`config.mk`:
```
export PLATFORM = sky130hd
export DESIGN_NAME = osc_sel
export DESIGN_NICKNAME = d
export VERILOG_FILES = /design/src/rtl/osc_pkg.sv /design/src/rtl/osc_sel.sv
export SDC_FILE = /design/constraint.sdc
export NUM_CORES = 1
export LEC_CHECK = 0
export BUFFER_PORTS_ARGS = -buffer_cell sky130_fd_sc_hd__buf_2
export CAP_MARGIN = 20
export CORE_AREA = 2 2 379 381
export DETAILED_ROUTE_END_ITERATION = 10
export DIE_AREA = 0 0 381 383
export GPL_TIMING_DRIVEN = 0
export PLACE_DENSITY_LB_ADDON = 0.3
export SKIP_CTS_REPAIR_TIMING = 1
export SLEW_MARGIN = 30
export SYNTH_ARGS = -nofsm -noshare
export SYNTH_HDL_FRONTEND = slang
export SYNTH_SLANG_ARGS = --single-unit
```
`constraint.sdc`:
```
create_clock -name clk -period 52.4 [get_ports clk]
set_clock_uncertainty 0.2 [all_clocks]
set_input_delay 10.48 -clock clk [delete_from_list [all_inputs] [get_ports clk]]
set_output_delay 10.48 -clock clk [all_outputs]
set_load 0.03 [all_outputs]
```
`src/rtl/osc_pkg.sv`:
```
// ----------------------------------------------------------------------------
// osc_pkg
// Shared constants, payload types and helpers for the box-box contact pipe.
// ----------------------------------------------------------------------------
package osc_pkg;

  localparam int COMPONENT_WIDTH = 16;
  localparam int FRACTION_BITS   = 8;
  localparam int TESTED_AXES     = 2;

  localparam int CW    = COMPONENT_WIDTH;
  localparam int FB    = FRACTION_BITS;
  localparam int NAX   = 2 * TESTED_AXES;
  localparam int NCOL  = 6;
  localparam int BW    = (NAX > 1) ? $clog2(NAX) : 1;
  localparam int PW    = 2 * CW;
  localparam int DOTW  = PW + 2;
  localparam int DW    = CW + 1;
  localparam int DDW   = DW + CW + 2;
  localparam int MW    = DOTW - FB;
  localparam int EPW   = CW + MW;
  localparam int EXTW  = EPW + 3;
  localparam int PENW  = ((EXTW > DDW) ? EXTW : DDW) + 1;
  localparam int SUMW  = DW + CW + 2;
  localparam int PTW   = SUMW + 1;
  localparam int DEPW  = 16;

  typedef logic [47:0] vec_t;

  typedef struct packed {
    vec_t a_axis_x;
    vec_t a_axis_y;
    vec_t a_axis_z;
    vec_t a_centre;
    vec_t a_half_size;
    vec_t b_axis_x;
    vec_t b_axis_y;
    vec_t b_axis_z;
    vec_t b_centre;
    vec_t b_half_size;
  } obb_in_t;

  typedef struct packed {
    logic            hit;
    logic            reference_is_b;
    logic            face_index;
    vec_t            contact_normal;
    vec_t            contact_point;
    logic [DEPW-1:0] depth;
  } obb_out_t;

  // Penetration stage result, one entry per tested axis.
  typedef struct packed {
    logic                      valid;
    obb_in_t                   req;
    logic [NAX-1:0][PENW-1:0]  pen;
    logic [NAX-1:0]            dpos;
    logic [NAX-1:0]            dneg;
  } pen_t;

  // Winning axis and the data of the box that supplies the vertex.
  typedef struct packed {
    logic            valid;
    logic            hit;
    logic            ref_b;
    logic            face;
    vec_t            nrm;
    logic [DEPW-1:0] depth;
    vec_t            oc0;
    vec_t            oc1;
    vec_t            oc2;
    vec_t            octr;
    vec_t            oh;
  } sel_t;

  function automatic logic signed [CW-1:0] comp(vec_t v, int k);
    return v[k*CW +: CW];
  endfunction

  // Columns 0..2 belong to box A, 3..5 to box B.
  function automatic vec_t box_col(obb_in_t r, int j);
    vec_t c;
    unique case (j)
      0: c = r.a_axis_x;
      1: c = r.a_axis_y;
      2: c = r.a_axis_z;
      3: c = r.b_axis_x;
      4: c = r.b_axis_y;
      5: c = r.b_axis_z;
      default: c = '0;
    endcase
    return c;
  endfunction

  // Axes are tested in the order A0, B0, A1, B1, ...
  function automatic int axis_col(int i);
    return (i & 1) * 3 + (i >> 1);
  endfunction

endpackage

```
`src/rtl/osc_sel.sv`:
```
// ----------------------------------------------------------------------------
// osc_sel
// Separation check, least-deep axis choice, oriented normal and depth.
// ----------------------------------------------------------------------------
module osc_sel import osc_pkg::*; (
  input  logic clk,
  input  logic rst,
  input  pen_t pin,
  output sel_t sout
);

  logic                    any_pos;
  logic [BW-1:0]           best;
  logic signed [PENW-1:0]  bp;
  logic                    ref_b;
  logic                    flip;
  int                      cidx;
  vec_t                    col;
  vec_t                    nrm;
  logic [PENW-1:0]         dm;
  logic [DEPW-1:0]         depth;
  logic signed [CW-1:0]    ck;

  always_comb begin
    any_pos = 1'b0;
    best    = '0;
    bp      = $signed(pin.pen[0]);
    for (int i = 0; i < NAX; i++) begin
      if ($signed(pin.pen[i]) > 0) any_pos = 1'b1;
    end
    // Strict compare keeps the earlier axis on ties.
    for (int i = 1; i < NAX; i++) begin
      if ($signed(pin.pen[i]) > bp) begin
        bp   = $signed(pin.pen[i]);
        best = BW'(i);
      end
    end
    ref_b = best[0];
    cidx  = (ref_b ? 3 : 0) + int'(best >> 1);
    col   = box_col(pin.req, cidx);
    // Reference B sees the centre offset reversed.
    flip  = ref_b ? pin.dneg[best] : pin.dpos[best];
    for (int k = 0; k < 3; k++) begin
      ck = comp(col, k);
      if (flip) begin
        if (ck == {1'b1, {(CW-1){1'b0}}}) ck = {1'b0, {(CW-1){1'b1}}};
        else                              ck = -ck;
      end
      nrm[k*CW +: CW] = ck;
    end
    dm    = PENW'(-bp) >> FB;
    depth = (dm > PENW'({DEPW{1'b1}})) ? {DEPW{1'b1}} : dm[DEPW-1:0];
  end

  always_ff @(posedge clk) begin
    if (rst) begin
      sout.valid <= 1'b0;
    end else begin
      sout.valid <= pin.valid;
    end
    sout.hit   <= ~any_pos;
    sout.ref_b <= ref_b;
    sout.face  <= best[1];
    sout.nrm   <= nrm;
    sout.depth <= depth;
    sout.oc0   <= ref_b ? pin.req.a_axis_x    : pin.req.b_axis_x;
    sout.oc1   <= ref_b ? pin.req.a_axis_y    : pin.req.b_axis_y;
    sout.oc2   <= ref_b ? pin.req.a_axis_z    : pin.req.b_axis_z;
    sout.octr  <= ref_b ? pin.req.a_centre    : pin.req.b_centre;
    sout.oh    <= ref_b ? pin.req.a_half_size : pin.req.b_half_size;
  end

endmodule

```
==> results of run 1 <==
==> worst max-delay path: cells and delay by family <==
family	cells	cell delay, ns
buffers and inverters	25	10.48
and+or+nand+nor	18	4.32
AOI/OAI and AO/OA	17	4.22
adders and majority gates	5	1.67
muxes	2	0.79
==> synth_stat cells (14+ instances only) <==
library cell,count
nor2_1,98
a221oi_1,18
a221o_1,35
a22oi_1,66
a21oi_1,78
nand2_1,942
a211oi_1,22
inv_1,93
nor4_1,41
nor3_1,52
nand4_1,37
dfxtp_1,308
a22o_1,15
mux2i_1,57
clkbuf_1,105
ha_1,146
nand3_1,48
o21ai_0,131
a31oi_1,22
o211ai_1,14
buf_1,19
==> power breakdown <==
part / leakage [nW] / total (mW) / internal, mW / switching, mW
clock network: 0.797 / 0.357 / 0.218 / 0.139
logic: 10.3 / 1.48 / 0.334 / 1.14
registers: 2.59 / 0.385 / 0.349 / 0.0359
==> logic make-up after synthesis <==
| family | Yosys count |
|---|---|
| buffers and inverters | 235 |
| AOI/OAI and AO/OA | 512 |
| DFF | 308 |
| xor gates and xnor gates | 12 |
| adders and majority gates | 146 |
| muxes | 71 |
| and+or+nand+nor | 1324 |
==> worst paths after layout <==
kind                  startpoint           endpoint  slack [ns]  cells after the start
worst min-delay path    pin[236]   sout[44]$_DFF_P_        9.84                      3
worst max-delay path     pin[24]  sout[277]$_DFF_P_       20.51                     67
==> layout make-up <==
type                    instances  area share (%)
multi-input cells            2065            42.8
flip-flops and latches        308            21.7
repair buffers                985            17.4
well taps                    1903            8.38
clock buffers                  54            4.19
plain buffers                 141            2.20
clock inverters                28            1.74
inverters                      94            1.24
diodes                         40           0.352
==> per-layer routing <==
metal / up-vias / wire length (µm)
met5: - / 282
met4: 42 / 11400
met3: 314 / 20600
met2: 1546 / 80600
met1: 12121 / 70400
li1: 11263 / -
==> stage by stage <==
| step | utilization, % | hold WS, ns | instances | area (µm²) | setup WS (ns) |
|---|---|---|---|---|---|
| floorplan | - | 10.35 | 2608 | 19200 | 27.93 |
| CTS | 19.9 | 9.78 | 5578 | 28300 | 20.47 |
| finish | 20.0 | 9.84 | 5618 | 28400 | 20.51 |
| detailed placement | 18.7 | 10.47 | 5496 | 26600 | 19.87 |
| global placement | 18.6 | 10.46 | 5489 | 26400 | 19.28 |
| global route | 19.9 | 9.81 | 5595 | 28300 | 19.32 |
==> report_table.html, run 1 <==
<table>
<tr><th>Metric</th><th>Value</th></tr>
<tr><th colspan="2">Global route</th></tr>
<tr><td>Overflow left after global routing</td><td>0</td></tr>
<tr><td>Global routing usage summed across all routing layers</td><td>between 20% and 30%</td></tr>
<tr><td>Number of global-route vias before repair</td><td>23.7k</td></tr>
<tr><td>Busiest layer in global routing</td><td>met2</td></tr>
<tr><td>Global-route wire length before repair</td><td>231000 µm</td></tr>
<tr><td>Met3 demand-to-capacity share in global routing</td><td>9.60%</td></tr>
<tr><td>GR Util met2</td><td>between 30% and 40%</td></tr>
<tr><td>Met1 global-route usage</td><td>27.7%</td></tr>
<tr><td>Maximum number of pins on one net before global-route repair</td><td>15</td></tr>
<tr><td>Antenna violations before repair</td><td>82</td></tr>
<tr><th colspan="2">Finish</th></tr>
<tr><td>Register Area</td><td>6170 µm²</td></tr>
<tr><td>Most frequent standard cell in the layout excluding fill and tap cells</td><td>buf_2</td></tr>
<tr><td>Most flops, register</td><td>sout</td></tr>
<tr><td>Registers with the highest flip-flop counts</td><td>sout: 308 flops</td></tr>
<tr><td>Fill cell count</td><td>roughly 16k</td></tr>
<tr><td>Commonest cells after routing, fill and taps aside</td><td>991 x buf_2, 942 x nand2_1, 308 x dfxtp_1</td></tr>
<tr><td>Area of the multi-input gates</td><td>12200 µm²</td></tr>
<tr><td>Ratio of cells with drive above 1 in the final layout</td><td>31.8%</td></tr>
<tr><td>Layout-stage area growth over the synthesis result</td><td>48.2%</td></tr>
<tr><td>Number of flip-flops in the largest register</td><td>around 300</td></tr>
<tr><td>Post-layout net count</td><td>4460</td></tr>
<tr><th colspan="2">Floorplan</th></tr>
<tr><td>Total Die Area</td><td>between 100000 and 150000 µm²</td></tr>
<tr><td>Effective utilization at floorplan</td><td>13.5%</td></tr>
<tr><td>Core footprint</td><td>142000 µm²</td></tr>
<tr><td>Boundary Pins</td><td>983</td></tr>
<tr><td>Height of the chip</td><td>383 µm</td></tr>
<tr><td>Die extent in x</td><td>381 µm</td></tr>
<tr><td>Number of core rows</td><td>139</td></tr>
<tr><th colspan="2">Critical path</th></tr>
<tr><td>Path type of the worst setup path</td><td>in2reg</td></tr>
<tr><td>CP peak stage delay</td><td>0.81 ns</td></tr>
<tr><td>Maximum fanout along the worst path</td><td>12</td></tr>
<tr><td>Critical path arrival</td><td>32.10 ns</td></tr>
<tr><td>Worst Path Required</td><td>52.61 ns</td></tr>
<tr><td>Cell with the most instances on the worst path</td><td>clkbuf_1</td></tr>
<tr><td>Worst Setup Start Kind</td><td>input port</td></tr>
<tr><td>Slowest cell on crit path</td><td>buf_1</td></tr>
<tr><td>Endpoint kind of the worst setup timing path</td><td>register</td></tr>
<tr><th colspan="2">Placed design</th></tr>
<tr><td>Final Wtd Congestion</td><td>a little over 1</td></tr>
<tr><td>Half-perimeter wire length of the detailed placement result</td><td>about 160000 µm</td></tr>
<tr><td>IO buf count</td><td>978</td></tr>
<tr><th colspan="2">Logic synthesis</th></tr>
<tr><td>Compound-gate portion of the synthesized area</td><td>approximately a fifth</td></tr>
<tr><td>Syn Nets</td><td>~3.4k</td></tr>
<tr><td>Top cell type's share of synthesized area</td><td>about a third</td></tr>
<tr><td>Gate count of the mapped netlist</td><td>~2.6k</td></tr>
<tr><td>Top_reg_cell synth</td><td>dfxtp_1</td></tr>
<tr><td>Share of synthesized registers carrying an async set or reset</td><td>0%</td></tr>
<tr><td>Dominant combinational cell family by area after synthesis</td><td>simple AND/OR/NAND/NOR gates</td></tr>
<tr><td>Mapped Avg Cell Area</td><td>approximately 7.3 µm²</td></tr>
<tr><td>Share of the synthesized netlist area taken by xor and xnor gates</td><td>0.548%</td></tr>
<tr><td>Fraction of the mapped netlist area in adder cells</td><td>a little under a tenth</td></tr>
<tr><td>Portion of netlist area occupied by mux cells</td><td>3.88%</td></tr>
<tr><td>Netlist Area Pre-Place</td><td>between 15000 and 20000 µm²</td></tr>
<tr><td>Largest area contributor in the netlist</td><td>dfxtp_1</td></tr>
<tr><td>FF+latch count, synth</td><td>between 300 and 400</td></tr>
<tr><td>Dominant cells by area after synthesis</td><td>dfxtp_1 32%, nand2_1 18%, ha_1 9.5%</td></tr>
<tr><td>Register area share after synthesis</td><td>32.2%</td></tr>
<tr><td>Simple logic cell fraction of the synthesized area</td><td>30.1%</td></tr>
<tr><td>Count of yosys warnings during synthesis</td><td>0</td></tr>
<tr><td>Number of synthesized flops with an enable pin</td><td>0</td></tr>
<tr><td>Netlist cell types</td><td>between 80 and 90</td></tr>
<tr><th colspan="2">Timing</th></tr>
<tr><td>Final critical-path share of the clock period</td><td>60.9%</td></tr>
<tr><td>Worst slew slack as a fraction of its limit</td><td>roughly 28%</td></tr>
<tr><td>Aggregate negative setup slack</td><td>0 ns</td></tr>
<tr><td>Setup repair after global routing missed its margin</td><td>false</td></tr>
<tr><td>Worst slew pin tran</td><td>about 1.1 ns</td></tr>
<tr><td>Number of failing hold endpoints at the final stage</td><td>0</td></tr>
<tr><td>Final setup violation count</td><td>0</td></tr>
<tr><td>Fin crit period</td><td>31.89 ns</td></tr>
<tr><td>Max Clock Freq</td><td>31.4 MHz</td></tr>
<tr><td>Number of pins with negative max-slew slack in the final report</td><td>0</td></tr>
<tr><th colspan="2">Drt</th></tr>
<tr><td>Post-Route WL</td><td>183000 µm</td></tr>
<tr><td>DRC Markers</td><td>0</td></tr>
<tr><td>Vias</td><td>approximately 25k</td></tr>
<tr><td>Vias/cell</td><td>4.50</td></tr>
<tr><td>Post-DR wirelength/cell</td><td>roughly 33 µm</td></tr>
<tr><td>Initial DRC Count</td><td>2494</td></tr>
<tr><td>ANT nets after route</td><td>0</td></tr>
<tr><td>Number of detailed-routing iterations run before antenna repair</td><td>6</td></tr>
<tr><th colspan="2">Clock tree</th></tr>
<tr><td>Clock Tree Root</td><td>clkbuf_16</td></tr>
<tr><td>TritonCTS clock tree</td><td>yes</td></tr>
<tr><td>Clock Path Buffers</td><td>3</td></tr>
<tr><td>Clk sink count</td><td>308</td></tr>
<tr><td>CTS Buf Count</td><td>44</td></tr>
<tr><td>Clock-pin slew on the worst setup and hold paths</td><td>0.06 ns</td></tr>
<tr><td>Depth of the CTS H-tree</td><td>2</td></tr>
<tr><th colspan="2">Outcome</th></tr>
<tr><td>Run status</td><td>finished, final reports clean</td></tr>
<tr><th colspan="2">Flow run</th></tr>
<tr><td>Number of max-cap violations</td><td>0</td></tr>
<tr><th colspan="2">Power</th></tr>
<tr><td>Total Power</td><td>2.22 mW</td></tr>
<tr><td>Worst ir drop on vdd</td><td>slightly below 0.00003 V</td></tr>
<tr><td>Cell leakage power</td><td>13.7 nW</td></tr>
<tr><td>Power per cell area</td><td>78.2 nW/µm²</td></tr>
<tr><th colspan="2">Hold path</th></tr>
<tr><td>Hold Path Class</td><td>in2reg</td></tr>
</table>
Power figures use the tool's default switching activity.
==> inputs of run 2 (changes only) <==
--- a/config.mk
+++ b/config.mk
@@ -5,11 +5,12 @@
 export SDC_FILE = /design/constraint.sdc
 export NUM_CORES = 1
 export LEC_CHECK = 0
+export ABC_AREA = 1
 export BUFFER_PORTS_ARGS = -buffer_cell sky130_fd_sc_hd__buf_2
 export CAP_MARGIN = 20
-export CORE_AREA = 2 2 379 381
+export CORE_AREA = 2 2 385 387
 export DETAILED_ROUTE_END_ITERATION = 10
-export DIE_AREA = 0 0 381 383
+export DIE_AREA = 0 0 387 389
 export GPL_TIMING_DRIVEN = 0
 export PLACE_DENSITY_LB_ADDON = 0.3
 export SKIP_CTS_REPAIR_TIMING = 1
==> constraint.sdc (replaced) <==
create_clock -name clk -period 30.8 [get_ports clk]
set_clock_uncertainty 0.2 [all_clocks]
set_input_delay 6.16 -clock clk [delete_from_list [all_inputs] [get_ports clk]]
set_output_delay 6.16 -clock clk [all_outputs]
set_load 0.03 [all_outputs]
==> run 2 against run 1 <==
Count of clock-buffer cells in the layout up 4; wire length down 1.5%; clock power up 53%; combinational power up 120%; synthesized cell count up 20%; highest routed layer unchanged.
==> report_table.html, run 2 <==
<table>
<tr><th>Metric</th><th>Value</th></tr>
<tr><th colspan="2">Floorplan</th></tr>
<tr><td>Number of core rows</td><td>141 (+1.4%)</td></tr>
<tr><td>Boundary Pins</td><td>983 (unchanged)</td></tr>
<tr><td>Total Die Area</td><td>151000 µm² (+3.2%)</td></tr>
<tr><td>Effective utilization at floorplan</td><td>13.8% (+0.31 points)</td></tr>
<tr><td>Core footprint</td><td>147000 µm² (+3.1%)</td></tr>
<tr><td>Height of the chip</td><td>389 µm (+1.6%)</td></tr>
<tr><td>Die extent in x</td><td>387 µm (+1.6%)</td></tr>
<tr><th colspan="2">Critical path</th></tr>
<tr><td>Critical path arrival</td><td>23.65 ns (-8.45 ns)</td></tr>
<tr><td>Cell with the most instances on the worst path</td><td>nand2_1</td></tr>
<tr><td>Endpoint kind of the worst setup timing path</td><td>register</td></tr>
<tr><td>Worst Path Required</td><td>31.04 ns (-21.57 ns)</td></tr>
<tr><td>Maximum fanout along the worst path</td><td>14 (+2)</td></tr>
<tr><td>Path type of the worst setup path</td><td>in2reg</td></tr>
<tr><td>Worst Setup Start Kind</td><td>input port</td></tr>
<tr><td>Slowest cell on crit path</td><td>clkinv_1</td></tr>
<tr><td>CP peak stage delay</td><td>0.95 ns (+0.14 ns)</td></tr>
<tr><th colspan="2">Global route</th></tr>
<tr><td>Maximum number of pins on one net before global-route repair</td><td>15 (unchanged)</td></tr>
<tr><td>Number of global-route vias before repair</td><td>25.8k (+9.2%)</td></tr>
<tr><td>Antenna violations before repair</td><td>111 (+35%)</td></tr>
<tr><td>Global-route wire length before repair</td><td>232000 µm (+0.48%)</td></tr>
<tr><td>Global routing usage summed across all routing layers</td><td>23.0% (-0.84 points)</td></tr>
<tr><td>Overflow left after global routing</td><td>0 (unchanged)</td></tr>
<tr><th colspan="2">Flow run</th></tr>
<tr><td>Number of max-cap violations</td><td>0 (unchanged)</td></tr>
<tr><th colspan="2">Timing</th></tr>
<tr><td>Final setup violation count</td><td>0 (unchanged)</td></tr>
<tr><td>Worst slew pin tran</td><td>1.08 ns (-0.00376 ns)</td></tr>
<tr><td>Final critical-path share of the clock period</td><td>76.0%</td></tr>
<tr><td>Setup repair after global routing missed its margin</td><td>false</td></tr>
<tr><td>Number of pins with negative max-slew slack in the final report</td><td>0 (unchanged)</td></tr>
<tr><td>Final setup margin</td><td>7.39 ns (-13.12 ns)</td></tr>
<tr><td>Number of failing hold endpoints at the final stage</td><td>0 (unchanged)</td></tr>
<tr><td>Max Clock Freq</td><td>42.7 MHz</td></tr>
<tr><td>Worst slew slack as a fraction of its limit</td><td>28.2% (+0.61 points)</td></tr>
<tr><td>Fin crit period</td><td>23.41 ns</td></tr>
<tr><td>Worst hold slack</td><td>5.48 ns (-4.35 ns)</td></tr>
<tr><td>Aggregate negative setup slack</td><td>0 ns (unchanged)</td></tr>
<tr><th colspan="2">Drt</th></tr>
<tr><td>DRC Markers</td><td>0 (unchanged)</td></tr>
<tr><td>Vias</td><td>26.1k (+3.3%)</td></tr>
<tr><td>Initial DRC Count</td><td>2148 (-14%)</td></tr>
<tr><td>Post-DR wirelength/cell</td><td>29.4 µm (-9.9%)</td></tr>
<tr><td>Vias/cell</td><td>4.25 (-5.5%)</td></tr>
<tr><td>Post-Route WL</td><td>180000 µm (-1.5%)</td></tr>
<tr><td>ANT nets after route</td><td>0 (unchanged)</td></tr>
<tr><td>Number of detailed-routing iterations run before antenna repair</td><td>8 (+2)</td></tr>
<tr><th colspan="2">Clock tree</th></tr>
<tr><td>Clock-pin slew on the worst setup and hold paths</td><td>0.06 ns (about the same)</td></tr>
<tr><td>CTS Buf Count</td><td>43 (-2.3%)</td></tr>
<tr><td>Clock Path Buffers</td><td>3 (unchanged)</td></tr>
<tr><td>Clk sink count</td><td>308 (unchanged)</td></tr>
<tr><td>TritonCTS clock tree</td><td>yes</td></tr>
<tr><td>Depth of the CTS H-tree</td><td>2 (unchanged)</td></tr>
<tr><td>Clock Tree Root</td><td>clkbuf_16</td></tr>
<tr><th colspan="2">Finish</th></tr>
<tr><td>Commonest cells after routing, fill and taps aside</td><td>1024 x nand2_1, 994 x buf_2, 412 x inv_1</td></tr>
<tr><td>Post-layout net count</td><td>4974 (+12%)</td></tr>
<tr><td>Layout-stage area growth over the synthesis result</td><td>45.6%</td></tr>
<tr><td>Most frequent standard cell in the layout excluding fill and tap cells</td><td>nand2_1</td></tr>
<tr><td>Most flops, register</td><td>sout</td></tr>
<tr><td>Number of flip-flops in the largest register</td><td>308 (unchanged)</td></tr>
<tr><td>Final standard cell area without fillers</td><td>29400 µm² (+3.5%)</td></tr>
<tr><td>Registers with the highest flip-flop counts</td><td>sout: 308 flops</td></tr>
<tr><td>Non-filler instance count after layout</td><td>6142 (+9.3%)</td></tr>
<tr><td>Final core utilization</td><td>20.1% (+0.096 points)</td></tr>
<tr><td>Ratio of cells with drive above 1 in the final layout</td><td>29.4% (-2.4 points)</td></tr>
<tr><th colspan="2">Logic synthesis</th></tr>
<tr><td>List of most frequent post-synthesis cells</td><td>1024 x nand2_1, 412 x inv_1, 308 x dfxtp_1</td></tr>
<tr><td>Top_reg_cell synth</td><td>dfxtp_1</td></tr>
<tr><td>Top cell type's share of synthesized area</td><td>30.5% (-1.7 points)</td></tr>
<tr><td>Syn Nets</td><td>3939 (+15%)</td></tr>
<tr><td>Netlist Area Pre-Place</td><td>20200 µm² (+5.4%)</td></tr>
<tr><td>Register area share after synthesis</td><td>30.5% (-1.7 points)</td></tr>
<tr><td>Count leader, synth</td><td>nand2_1</td></tr>
<tr><td>Number of synthesized flops with an enable pin</td><td>0 (unchanged)</td></tr>
<tr><td>Dominant cells by area after synthesis</td><td>dfxtp_1 31%, nand2_1 19%, ha_1 9.0%</td></tr>
<tr><td>Mapped Avg Cell Area</td><td>6.48 µm² (-12%)</td></tr>
<tr><td>Count of yosys warnings during synthesis</td><td>0 (unchanged)</td></tr>
<tr><td>Share of synthesized registers carrying an async set or reset</td><td>0% (unchanged)</td></tr>
<tr><td>Largest area contributor in the netlist</td><td>dfxtp_1</td></tr>
<tr><td>FF+latch count, synth</td><td>308 (unchanged)</td></tr>
<tr><td>Netlist cell types</td><td>59 (-31%)</td></tr>
<tr><td>Gate count of the mapped netlist</td><td>3118 (+20%)</td></tr>
<tr><th colspan="2">Placed design</th></tr>
<tr><td>Placed Area</td><td>27800 µm² (+4.7%)</td></tr>
<tr><td>Final Wtd Congestion</td><td>1.00 (-2.0%)</td></tr>
<tr><td>Half-perimeter wire length of the detailed placement result</td><td>160000 µm (-0.50%)</td></tr>
<tr><td>IO buf count</td><td>978 (unchanged)</td></tr>
<tr><td>Post-Place Worst Slack</td><td>6.26 ns (-13.61 ns)</td></tr>
<tr><td>Placed instance count</td><td>6038 (+9.9%)</td></tr>
<tr><th colspan="2">Power</th></tr>
<tr><td>Total Power</td><td>4.44 mW (+100%)</td></tr>
<tr><td>Power per cell area</td><td>151 nW/µm² (+93%)</td></tr>
<tr><td>Cell leakage power</td><td>15.3 nW (+12%)</td></tr>
<tr><td>Worst ir drop on vdd</td><td>0.0000665 V (+130%)</td></tr>
<tr><th colspan="2">Hold path</th></tr>
<tr><td>Hold Path Class</td><td>in2reg</td></tr>
<tr><th colspan="2">Outcome</th></tr>
<tr><td>Run status</td><td>finished, final reports clean</td></tr>
</table>
run 2: cell count changes in the layout (fill, tap and decap cells not counted), sizes merged, moves of 21 or more:
cell	before	now
a21oi	79	113
a221o	35	0
a22oi	66	3
and2	6	42
inv	100	424
mux2i	58	0
nand2	942	1048
nand3	58	194
nor2	99	169
nor3	54	31
o2111ai	3	30
o21ai	132	256
o22ai	4	45
or2	9	30
run 2: worst max-delay path: cells and delay by family:
| kind | cells | cell delay, ns |
|---|---|---|
| adder cells (fa/ha/maj) | 5 | 1.99 |
| AO/OA/AOI/OAI | 13 | 3.07 |
| XOR/XNOR | 1 | 0.14 |
| AND/OR/NAND/NOR | 30 | 5.17 |
| buffers and inverters | 20 | 7.03 |
run 2: cell families (layout without fill, tap and decap cells):
group                      count (synthesis)  after routing  share of synthesized area [%]
buffers and inverters                    544           1611                           10.6
DFF                                      308            308                           30.5
and+or+nand+nor                         1610           1610                           35.3
xor gates and xnor gates                  13             13                          0.564
AOI/OAI and AO/OA                        497            497                           14.0
other                                      0             27                              0
adders and majority gates                146            146                           9.04
run 2: per-layer routing:
metal	global-route usage, %	vias to the layer above	share of wire [%]
li1	-	12245	-
met2	43.0	1340	51
met4	12.4	92	6.4
met5	0	-	0.30
met1	22.5	12028	34
met3	7.25	417	8.5
run 2: path summary, 6_finish.rpt:
| kind | endpoint | cells after the start | from |
|---|---|---|---|
| worst min-delay path | sout[307]$_SDFF_PP0_ | 2 | rst |
| worst max-delay path | sout[273]$_DFF_P_ | 69 | pin[53] |
run 2: power by group:
part	total, mW	switching [mW]	internal (mW)	leakage, nW
combinational	3.19	2.43	0.759	12.0
sequential	0.696	0.0772	0.618	2.59
clock	0.546	0.236	0.310	0.722
total	4.44	2.75	1.69	15.3
run 2: area by class of cell:
cell class	instances	area, µm²
fillers	16994	117000
clock buffers	58	1220
diodes	27	67.6
multi-input cells	2266	11900
clock inverters	19	268
inverters	416	1560
plain buffers	128	627
well taps	1930	2410
repair buffers	990	5170
flip-flops and latches	308	6170
